## src/design/tbrl_pkg.sv

```systemverilog
// ----------------------------------------------------------------------------
// Token bucket rate limiter package
// Field widths, operation codes, register indexes and fixed-point constants.
// ----------------------------------------------------------------------------
package tbrl_pkg;

  localparam int FRAC_BITS = 30;
  localparam int TIME_W    = 64;
  localparam int RATE_W    = 40;
  localparam int CAP_W     = 32;
  localparam int AMOUNT_W  = 32;
  localparam int LEVEL_W   = CAP_W + FRAC_BITS;
  localparam int PROD_W    = TIME_W + RATE_W;
  localparam int NS_W      = 30;
  localparam int DIV_STEPS = TIME_W + FRAC_BITS;
  localparam int CNT_W     = $clog2(DIV_STEPS + 1);
  localparam int CFG_W     = RATE_W;

  localparam logic [NS_W-1:0] NS_PER_SEC = NS_W'(1000000000);

  // Products at or above one second of ns scaled by 2^32 saturate the refill.
  localparam logic [PROD_W-1:0] SAT_LIMIT =
    {{(PROD_W - NS_W - 32){1'b0}}, NS_PER_SEC, 32'b0};

  localparam logic [1:0] OP_CLEAR   = 2'd0;
  localparam logic [1:0] OP_REFILL  = 2'd1;
  localparam logic [1:0] OP_CONSUME = 2'd2;
  localparam logic [1:0] OP_REFUND  = 2'd3;

  localparam logic REG_FILL_RATE = 1'b0;
  localparam logic REG_BURST_CAP = 1'b1;

endpackage

```

## src/design/token_bucket_rate_limiter_top.sv

```systemverilog
// ----------------------------------------------------------------------------
// Token bucket rate limiter
// Byte token bucket with clear, timed refill, consume and refund operations.
// ----------------------------------------------------------------------------
// Clear, consume and refund go from idle to the finish step, which registers
// the result beat; a refill that only records time or sees zero rate or cap
// goes through setup to finish. A full refill runs a bit-serial 64x40 multiply
// (one rate bit per step), a saturation check and a restoring divide by 1e9
// (one quotient bit per step). One item is in work at a time; the next beat
// can be taken in the cycle after the result loads. Synchronous reset empties
// the bucket, clears the refill time and registers, and holds the input off.
module token_bucket_rate_limiter_top
  import tbrl_pkg::*;
(
  input  logic                clk,
  input  logic                rst,
  input  logic                s_axis_tvalid,
  output logic                s_axis_tready,
  input  logic [95:0]         s_axis_tdata,   // now_ns[63:0], amount_bytes[95:64]
  input  logic [1:0]          s_axis_tuser,   // op[1:0]
  output logic                m_axis_tvalid,
  input  logic                m_axis_tready,
  output logic [31:0]         m_axis_tdata,   // result_bytes[31:0]
  input  logic                cfg_wen,
  input  logic                cfg_index,
  input  logic [CFG_W-1:0]    cfg_data
);

  localparam logic [2:0] ST_IDLE  = 3'd0;
  localparam logic [2:0] ST_SETUP = 3'd1;
  localparam logic [2:0] ST_MUL   = 3'd2;
  localparam logic [2:0] ST_CHK   = 3'd3;
  localparam logic [2:0] ST_DIV   = 3'd4;
  localparam logic [2:0] ST_FIN   = 3'd5;

  logic [2:0]          state;
  logic [RATE_W-1:0]   fill_rate;
  logic [CAP_W-1:0]    burst_cap;
  logic [LEVEL_W-1:0]  level;
  logic [TIME_W-1:0]   last_time;
  logic                refill_valid;
  logic [CNT_W-1:0]    cnt;
  logic                out_valid;
  logic [CAP_W-1:0]    out_data;

  logic [1:0]          op;
  logic [TIME_W-1:0]   now;
  logic [AMOUNT_W-1:0] amount;
  logic                skip;
  logic [PROD_W-1:0]   prod;
  logic [NS_W-1:0]     rem;
  logic [LEVEL_W-1:0]  quo;

  logic                in_fire;
  logic                fin_fire;
  logic [TIME_W:0]     mul_sum;
  logic [NS_W:0]       div_try;
  logic                div_ge;
  logic [NS_W:0]       div_diff;
  logic [LEVEL_W-1:0]  cap_fixed;
  logic [AMOUNT_W-1:0] whole;
  logic [AMOUNT_W-1:0] grant;
  logic [LEVEL_W-1:0]  addend;
  logic [LEVEL_W:0]    level_sum;
  logic [LEVEL_W-1:0]  level_capped;
  logic [LEVEL_W-1:0]  level_next;
  logic [CAP_W-1:0]    result;

  assign s_axis_tready = (state == ST_IDLE) && !rst;
  assign in_fire       = s_axis_tvalid && s_axis_tready;
  assign fin_fire      = (state == ST_FIN) && (!out_valid || m_axis_tready);
  assign m_axis_tvalid = out_valid;
  assign m_axis_tdata  = out_data;

  assign mul_sum  = {1'b0, prod[PROD_W-1:RATE_W]} + (prod[0] ? {1'b0, now} : '0);
  assign div_try  = {rem, prod[PROD_W-1]};
  assign div_ge   = div_try >= {1'b0, NS_PER_SEC};
  assign div_diff = div_try - {1'b0, NS_PER_SEC};

  assign cap_fixed = {burst_cap, {FRAC_BITS{1'b0}}};
  assign whole     = level[LEVEL_W-1:FRAC_BITS];
  assign grant     = (amount < whole) ? amount : whole;
  assign addend    = (op == OP_REFUND) ? {amount, {FRAC_BITS{1'b0}}} : quo;
  assign level_sum = {1'b0, level} + {1'b0, addend};
  assign level_capped = (level_sum > {1'b0, cap_fixed}) ? cap_fixed
                                                        : level_sum[LEVEL_W-1:0];

  always_comb begin
    level_next = level;
    result     = '0;
    case (op)
      OP_CLEAR: begin
        level_next = '0;
      end
      OP_REFILL: begin
        if (!skip) begin
          level_next = level_capped;
          result     = level_capped[LEVEL_W-1:FRAC_BITS];
        end
      end
      OP_CONSUME: begin
        level_next = level - {grant, {FRAC_BITS{1'b0}}};
        result     = grant;
      end
      OP_REFUND: begin
        if (amount != '0 && burst_cap != '0) begin
          level_next = level_capped;
        end
      end
      default: begin
        level_next = level;
      end
    endcase
  end

  always_ff @(posedge clk) begin
    if (rst) begin
      state        <= ST_IDLE;
      fill_rate    <= '0;
      burst_cap    <= '0;
      level        <= '0;
      last_time    <= '0;
      refill_valid <= 1'b0;
      cnt          <= '0;
      out_valid    <= 1'b0;
    end else begin
      if (cfg_wen) begin
        case (cfg_index)
          REG_FILL_RATE: fill_rate <= cfg_data;
          REG_BURST_CAP: burst_cap <= cfg_data[CAP_W-1:0];
          default:       fill_rate <= fill_rate;
        endcase
      end

      if (fin_fire) begin
        out_valid <= 1'b1;
      end else if (m_axis_tready) begin
        out_valid <= 1'b0;
      end

      case (state)
        ST_IDLE: begin
          if (in_fire) begin
            state <= (s_axis_tuser == OP_REFILL) ? ST_SETUP : ST_FIN;
          end
        end
        ST_SETUP: begin
          if (fill_rate == '0 || burst_cap == '0) begin
            state <= ST_FIN;
          end else if (!refill_valid || now < last_time) begin
            last_time    <= now;
            refill_valid <= 1'b1;
            level        <= '0;
            state        <= ST_FIN;
          end else begin
            last_time <= now;
            cnt       <= CNT_W'(RATE_W);
            state     <= ST_MUL;
          end
        end
        ST_MUL: begin
          cnt <= cnt - 1'b1;
          if (cnt == CNT_W'(1)) begin
            state <= ST_CHK;
          end
        end
        ST_CHK: begin
          if (prod >= SAT_LIMIT) begin
            state <= ST_FIN;
          end else begin
            cnt   <= CNT_W'(DIV_STEPS);
            state <= ST_DIV;
          end
        end
        ST_DIV: begin
          cnt <= cnt - 1'b1;
          if (cnt == CNT_W'(1)) begin
            state <= ST_FIN;
          end
        end
        ST_FIN: begin
          if (fin_fire) begin
            level <= level_next;
            if (op == OP_CLEAR) begin
              last_time    <= '0;
              refill_valid <= 1'b0;
            end
            state <= ST_IDLE;
          end
        end
        default: begin
          state <= ST_IDLE;
        end
      endcase
    end
  end

  always_ff @(posedge clk) begin
    if (in_fire) begin
      op     <= s_axis_tuser;
      now    <= s_axis_tdata[TIME_W-1:0];
      amount <= s_axis_tdata[TIME_W +: AMOUNT_W];
      skip   <= 1'b1;
    end
    case (state)
      ST_SETUP: begin
        if (fill_rate != '0 && burst_cap != '0 && refill_valid && now >= last_time) begin
          now  <= now - last_time;
          prod <= {{TIME_W{1'b0}}, fill_rate};
          skip <= 1'b0;
        end
      end
      ST_MUL: begin
        prod <= {mul_sum, prod[RATE_W-1:1]};
      end
      ST_CHK: begin
        if (prod >= SAT_LIMIT) begin
          quo <= cap_fixed;
        end else begin
          prod <= {prod[TIME_W-1:0], {RATE_W{1'b0}}};
          rem  <= '0;
          quo  <= '0;
        end
      end
      ST_DIV: begin
        prod <= {prod[PROD_W-2:0], 1'b0};
        rem  <= div_ge ? div_diff[NS_W-1:0] : div_try[NS_W-1:0];
        quo  <= {quo[LEVEL_W-2:0], div_ge};
      end
      default: begin
        quo <= quo;
      end
    endcase
    if (fin_fire) begin
      out_data <= result;
    end
  end

  a_rem_range: assert property (@(posedge clk) disable iff (rst)
    (state == ST_DIV) |-> (rem < NS_PER_SEC))
    else $error("divider remainder out of range");

  a_out_from_fin: assert property (@(posedge clk) disable iff (rst)
    $rose(out_valid) |-> ($past(state) == ST_FIN))
    else $error("result beat raised outside the finish step");

  a_mul_count: assert property (@(posedge clk) disable iff (rst)
    (state == ST_MUL) |-> (cnt != '0 && cnt <= CNT_W'(RATE_W)))
    else $error("multiplier step count out of range");

  a_busy_after_accept: assert property (@(posedge clk) disable iff (rst)
    in_fire |=> (state == ST_SETUP || state == ST_FIN))
    else $error("accepted beat did not start work");

endmodule

```

## config.mk

```make
export PLATFORM = sky130hd
export DESIGN_NAME = token_bucket_rate_limiter_top
export DESIGN_NICKNAME = d
export VERILOG_FILES = /design/src/design/tbrl_pkg.sv /design/src/design/token_bucket_rate_limiter_top.sv
export SDC_FILE = /design/constraint.sdc
export NUM_CORES = 2
export LEC_CHECK = 0
export ABC_AREA = 1
export BUFFER_PORTS_ARGS = -buffer_cell sky130_fd_sc_hd__buf_2
export CORE_MARGIN = 3
export CORE_UTILIZATION = 57
export DETAILED_ROUTE_END_ITERATION = 16
export GPL_TIMING_DRIVEN = 0
export PLACE_DENSITY = 0.82
export SYNTH_ARGS = -nofsm -noshare
export SYNTH_HDL_FRONTEND = slang
export SYNTH_SLANG_ARGS = --single-unit
```

## constraint.sdc

```tcl
create_clock -name clk -period 26.9 [get_ports clk]
set_input_delay 2.69 -clock clk [delete_from_list [all_inputs] [get_ports clk]]
set_output_delay 2.69 -clock clk [all_outputs]
set_load 0.05 [all_outputs]
```

---- After elaboration in Yosys (flattened, before gate mapping) ----
Cells that the tools add are included.
word-level totals
  register bits after elaboration ......... 537
  input port bits ......................... 144
  output and inout port bits .............. 34
  word-level logic and storage cells ...... 137
cells by class
  $add $sub $neg .......................... 6
  magnitude comparators ................... 6
  equality and inequality tests ........... 22
  muxes and demuxes ....................... 51
  bitwise logic cells ..................... 1
  reduce and logical (&&, ||, !) cells .... 35
operator list
  kind                   number
  $mux 62                8
  $mux 64                7
  $pmux 104 s4           1
  $pmux 62 s2            2
  $pmux 62 s4            1
  $mux 104               2
  $pmux 64 s2            1
  $ge 104x62->1 const B  1
  $add 64x64->65         1
  $ge 64x64->1           1
  $lt 64x64->1           1
  $mux 32                2
  $pmux 32 s2            1
  $reduce_bool 32->1     2
  $sub 64x64->64         1
  $add 62x62->63         1
  $gt 63x62->1           1
  $sub 62x62->62         1
  $mux 30                2
  $pmux 30 s2            1
  $logic_not 40->1       1
  $reduce_bool 40->1     1
  $logic_not 32->1       1
  $lt 32x32->1           1
  34 further kinds       79

---- Logic depth before layout (Yosys ltp) ----
  depth after elaboration ................. 9
  depth in mapped cells ................... 41
  gate-level depth less buffers ........... 40

---- Worst setup path after synthesis ----
Ideal clock, no wire load.
  kind .................................... register to register
  start ................................... register now[0]
  end ..................................... register prod[0], enable pin
  setup time .............................. 725 ps
  data arrival time ....................... 9444 ps
  setup slack ............................. 16731 ps
  stages on the path, launching flop included .. 15
  path buffers ............................ 0
  period minus slack after synthesis ...... 10169 ps
  cells stage by stage .................... dfxtp_1 inv_1 ha_1 fa_1 inv_1 nand3_1 nand2_1 a21oi_2 o21ai_4 a21oi_4 o21ai_2 nand2_1 nand3_1 nand2_1 a21boi_0
between the ends
  longest elaborated chain between the ends .. 4
ends and longest elaborated chain
  item                               RTL line                              RTL
  from (decl)                        token_bucket_rate_limiter_top.sv:47   logic [TIME_W-1:0] now;
  from (signal assigned)             token_bucket_rate_limiter_top.sv:201  now <= s_axis_tdata[TIME_W-1:0];
  from (signal assigned)             token_bucket_rate_limiter_top.sv:208  now <= now - last_time;
  $ge 64x64->1                       token_bucket_rate_limiter_top.sv:207  if (fill_rate != '0 && burst_cap != '0 && refill_valid && now >= last_time) begin
  $logic_and 1x1->1                  token_bucket_rate_limiter_top.sv:207
  $ne 2x2->1 (no source line)        --
  $reduce_and 3->1 (no source line)  --
  to (signal assigned)               token_bucket_rate_limiter_top.sv:209  prod <= {{TIME_W{1'b0}}, fill_rate};
  to (signal assigned)               token_bucket_rate_limiter_top.sv:214  prod <= {mul_sum, prod[RATE_W-1:1]};
  to (signal assigned)               token_bucket_rate_limiter_top.sv:220  prod <= {prod[TIME_W-1:0], {RATE_W{1'b0}}};
  to (decl)                          token_bucket_rate_limiter_top.sv:50   logic [PROD_W-1:0] prod;
No other way between the ends.
A chain may end at the register's enable or synchronous reset.

---- Final worst setup path ----
  start ................................... register op[0]
  end ..................................... register out_data[24] (netlist: m_axis_tdata[24]), data pin
between the ends
  longest elaborated chain between the ends .. 7
  elaborated cells between the ends (all ways) .. 9
  those cells by class .................... 1 x add/sub; 1 x order compare; 3 x eq/ne; 4 x mux
ends and longest elaborated chain
  item                    RTL line                              RTL
  from (decl)             token_bucket_rate_limiter_top.sv:46   logic [1:0] op;
  from (signal assigned)  token_bucket_rate_limiter_top.sv:200  op <= s_axis_tuser;
  $eq 2x2->1              token_bucket_rate_limiter_top.sv:83   assign addend = (op == OP_REFUND) ? {amount, {FRAC_BITS{1'b0}}} : quo;
  $mux 62                 token_bucket_rate_limiter_top.sv:83
  $add 62x62->63          token_bucket_rate_limiter_top.sv:84   assign level_sum = {1'b0, level} + {1'b0, addend};
  $gt 63x62->1            token_bucket_rate_limiter_top.sv:85   assign level_capped = (level_sum > {1'b0, cap_fixed}) ? cap_fixed
  $mux 62                 token_bucket_rate_limiter_top.sv:85
  $mux 32                 token_bucket_rate_limiter_top.sv:96   if (!skip) begin
  $pmux 32 s2 *           token_bucket_rate_limiter_top.sv:91   case (op)
  via result[24]          token_bucket_rate_limiter_top.sv:67   logic [CAP_W-1:0] result;
  to (signal assigned)    token_bucket_rate_limiter_top.sv:235  out_data <= result;
  to (decl)               token_bucket_rate_limiter_top.sv:44   logic [CAP_W-1:0] out_data;
Mark *: on every way through the listed nets, which the timed path passes. The rest lies on a longest branch.

==> impl_results.md <==
- TNS Setup: 0 ps
- Synth area leaders: edfxtp_1, dfxtp_1, nand2_1, inv_1, ha_1
- Pleak: 20.6 nW
- Final ANT Viol Nets: 0
- TritonCTS clock tree: yes
- Hold buffers post-CTS: 0
- Num CTS Buffers: 61
- Register area: 13400 µm²
- Crit-path max cell delay: 700 ps
- Slowest CP cell: clkbuf_1
- Clock Tree Buf Depth: 3
- Tmin final: 7790 ps
- Ys async rst share: 0%
- Synth Register Bits: 537
- Max capacitance violation total: 0
- DRC violations left: 0
- Worst Max-Slew Pin Slew: 1350 ps
- Initial antenna violation count: 2
- Final setup vio count: 0
- H-tree level count: 2
- Total GRT Usage: 40.6%
- Root Buffer: clkbuf_16
- Clk slew on worst S/H paths: 70 ps
- Core Box Area: 71600 µm²
- Wire per inst: 21.7 µm
- CP top delay family: simple AND/OR/NAND/NOR gates
- Seq/Total Area, Yosys: 32.4%
- Die Area: 75800 µm²
- Port buffer count: 176
- Gp weighted congestion: 1.04
- Syn Area/Cell: 6.80 µm²
- Fmax: 128 MHz
- Slew Limit Headroom: 9.88%
- Post-synth top area share: 19.0%
- Hold Crit Class: register to register
- Die Height: 275 µm
- FP Rows: 98
- Via-to-Cell Ratio: 5.97
- Postcts setup bufs: 0
- First-pass GRT wire length: 234000 µm
- Fin nets: 6767
- Synthesized area: 41300 µm²
- Most used DFF post-synth: dfxtp_1
- Post-synth net total: 6521
- Vias: 43700
- Multi-input logic area: 23500 µm²
- Hold Fails Final Rpt: 0
- Critical Path Most Common Cell: nand2_1
- Share of layout cells above drive strength 1: 7.68%
- Vias in the first global route: 41200
- Wirelength, routed: 159000 µm
- Worst R2R Setup Slack: 19110 ps
- Layout area overhead: 10.6%
- Post-CTS Resized: 0
- DPL Wire Length: 128000 µm
- Run status: complete, no violations
- Ys Warns: 0
- Cell variety after synth: 60
- Critical path startpoint category: register
- CP Buf/Inv Count: 8
- DR pass1 iterations: 8
- Arrival time at the worst endpoint: 8140 ps
- Total power: 5.26 mW
- Final slew viol count: 0
- Critical path capture point type: register
- Largest area contributor in the netlist: edfxtp_1
- Critical Path Fanout Max: 10
- Initial Util: 57.7%
- Peak VDD IR: 0.0799 mV
- Setup Crit Path Kind: register to register
- TritonCTS Sinks: 537
- Number of flops mapped to enable cells by yosys: 262
- Pin count of the biggest net entering global routing: 64
- Mapped Cells: 6081
- PD cells: 115 nW/µm²
- RSZ-0062 raised after global routing: false
- Fillers: 6674
- Critical path required time: 27250 ps
- Iter 0 DRT Violations: 4726
- Die Width: 275 µm
- Final core occ: 63.9%
- Final global-route overflow total: 0
- Clock skew: 19.8 ps
- Top-level port count: 178
- Worst-Skew Late Latency: 670 ps
- Final Cycle Share: 29.0%
[layout make-up]
cell class / instances / share of cell area [%]
clock inverters: 28 / 0.676
well taps: 950 / 2.60
multi-input cells: 4359 / 51.4
inverters: 994 / 8.16
plain buffers: 191 / 1.72
flip-flops and latches: 537 / 29.2
clock buffers: 87 / 4.00
repair buffers: 183 / 2.25
diodes: 1 / 0.00547
[cell usage in the layout, fill, tap and decap left out, types with 9 or more instances in the layout]
cell / synthesis / final
clkbuf_1: 151 / 160
a21oi_1: 649 / 649
nor2_2: 10 / 10
nand3b_1: 10 / 10
nor3_1: 59 / 58
nor4_1: 41 / 41
nand3_1: 301 / 301
a31oi_1: 63 / 63
and3_1: 9 / 9
clkbuf_8: 0 / 12
xnor2_1: 59 / 59
o211ai_1: 79 / 79
nand4_1: 76 / 76
o21ai_0: 434 / 433
buf_1: 10 / 10
buf_2: 23 / 199
clkbuf_16: 0 / 65
inv_1: 977 / 977
or2_2: 104 / 104
a21oi_2: 9 / 9
a21boi_0: 12 / 11
ha_1: 292 / 292
o221ai_1: 72 / 72
a21o_1: 15 / 15
o21a_1: 23 / 23
o21ai_1: 13 / 13
nand2_1: 1372 / 1371
nor2_1: 496 / 495
xor2_1: 41 / 41
o22ai_1: 34 / 34
inv_2: 13 / 13
dfxtp_1: 275 / 275
o21bai_1: 16 / 16
edfxtp_1: 262 / 262
nand2_2: 15 / 15
[per-stage QoR]
step / setup WS, ps / std cells / area, µm² / hold WS, ps
final: 19110 / 7330 / 45700 / 449
after floorplan: 16730 / 6081 / 41300 / 425
after CTS: 19410 / 7329 / 45700 / 449
after detailed placement: 19460 / 7214 / 43600 / 440
after global routing: 18930 / 7330 / 45700 / 467
after global placement: 11640 / 7207 / 43400 / 434
[layer usage]
layer	global-route usage [%]	part of all wire [%]	vias to the layer above
met2	66.6	45	2242
met3	5.28	7.9	612
li1	-	-	20800
met1	49.0	38	20100
met4	29.7	8.6	2
met5	0.128	0.0069	-
[registers in the layout, indices dropped and copies added, names as in the netlist]
register and flops:
amount 32, burst_cap 32, cnt 7, fill_rate 40, last_time 64, level 62
m_axis_tdata 32, m_axis_tvalid 1, now 64, op 2, prod 104, quo 62
refill_valid 1, rem 30, skip 1, state 3
[path summary, 6_finish.rpt]
kind / start / to / cells past startpoint
min reg2reg: level[9] / level[9] / 2
min: level[9] / level[9] / 2
max reg2reg: op[0] / m_axis_tdata[24] / 33
max: op[0] / m_axis_tdata[24] / 33
[cell usage after synthesis, types with 12 or more instances]
cell and n:
nand2_1 1372, o21ai_1 13, nor3_1 59, clkbuf_1 151, o221ai_1 72, o21ai_0 434
o211ai_1 79, nand2_2 15, o21a_1 23, a31oi_1 63, xor2_1 41, buf_2 23
nand4_1 76, edfxtp_1 262, nor4_1 41, a21o_1 15, a21oi_1 649, dfxtp_1 275
o22ai_1 34, o21bai_1 16, inv_1 977, nand3_1 301, a21boi_0 12, or2_2 104
xnor2_1 59, nor2_1 496, ha_1 292, inv_2 13
[report_power, final]
group	switching, mW	internal [mW]
Sequential	0.212	1.16
Clock	0.377	0.522
Combinational	2.06	0.933
Total	2.64	2.62
[cell families after synthesis]
kind of cell,count (synthesis),synth area share (%)
buffers and inverters,1185,10.9
adders and majority gates,296,9.03
and+or+nand+nor,2508,25.7
DFF,537,32.4
muxes,2,0.0484
xor gates and xnor gates,100,2.12
AOI/OAI and AO/OA,1453,19.8
[worst register-to-register path: cells and delay by family, from the launching register on]
family	cells	cell delay (ps)
compound gates	4	1060
xor+xnor	1	290
fa+ha+maj	3	850
buf+inv	8	2270
flops	1	440
simple gates	17	2540
(Power assumes the default switching activity.)
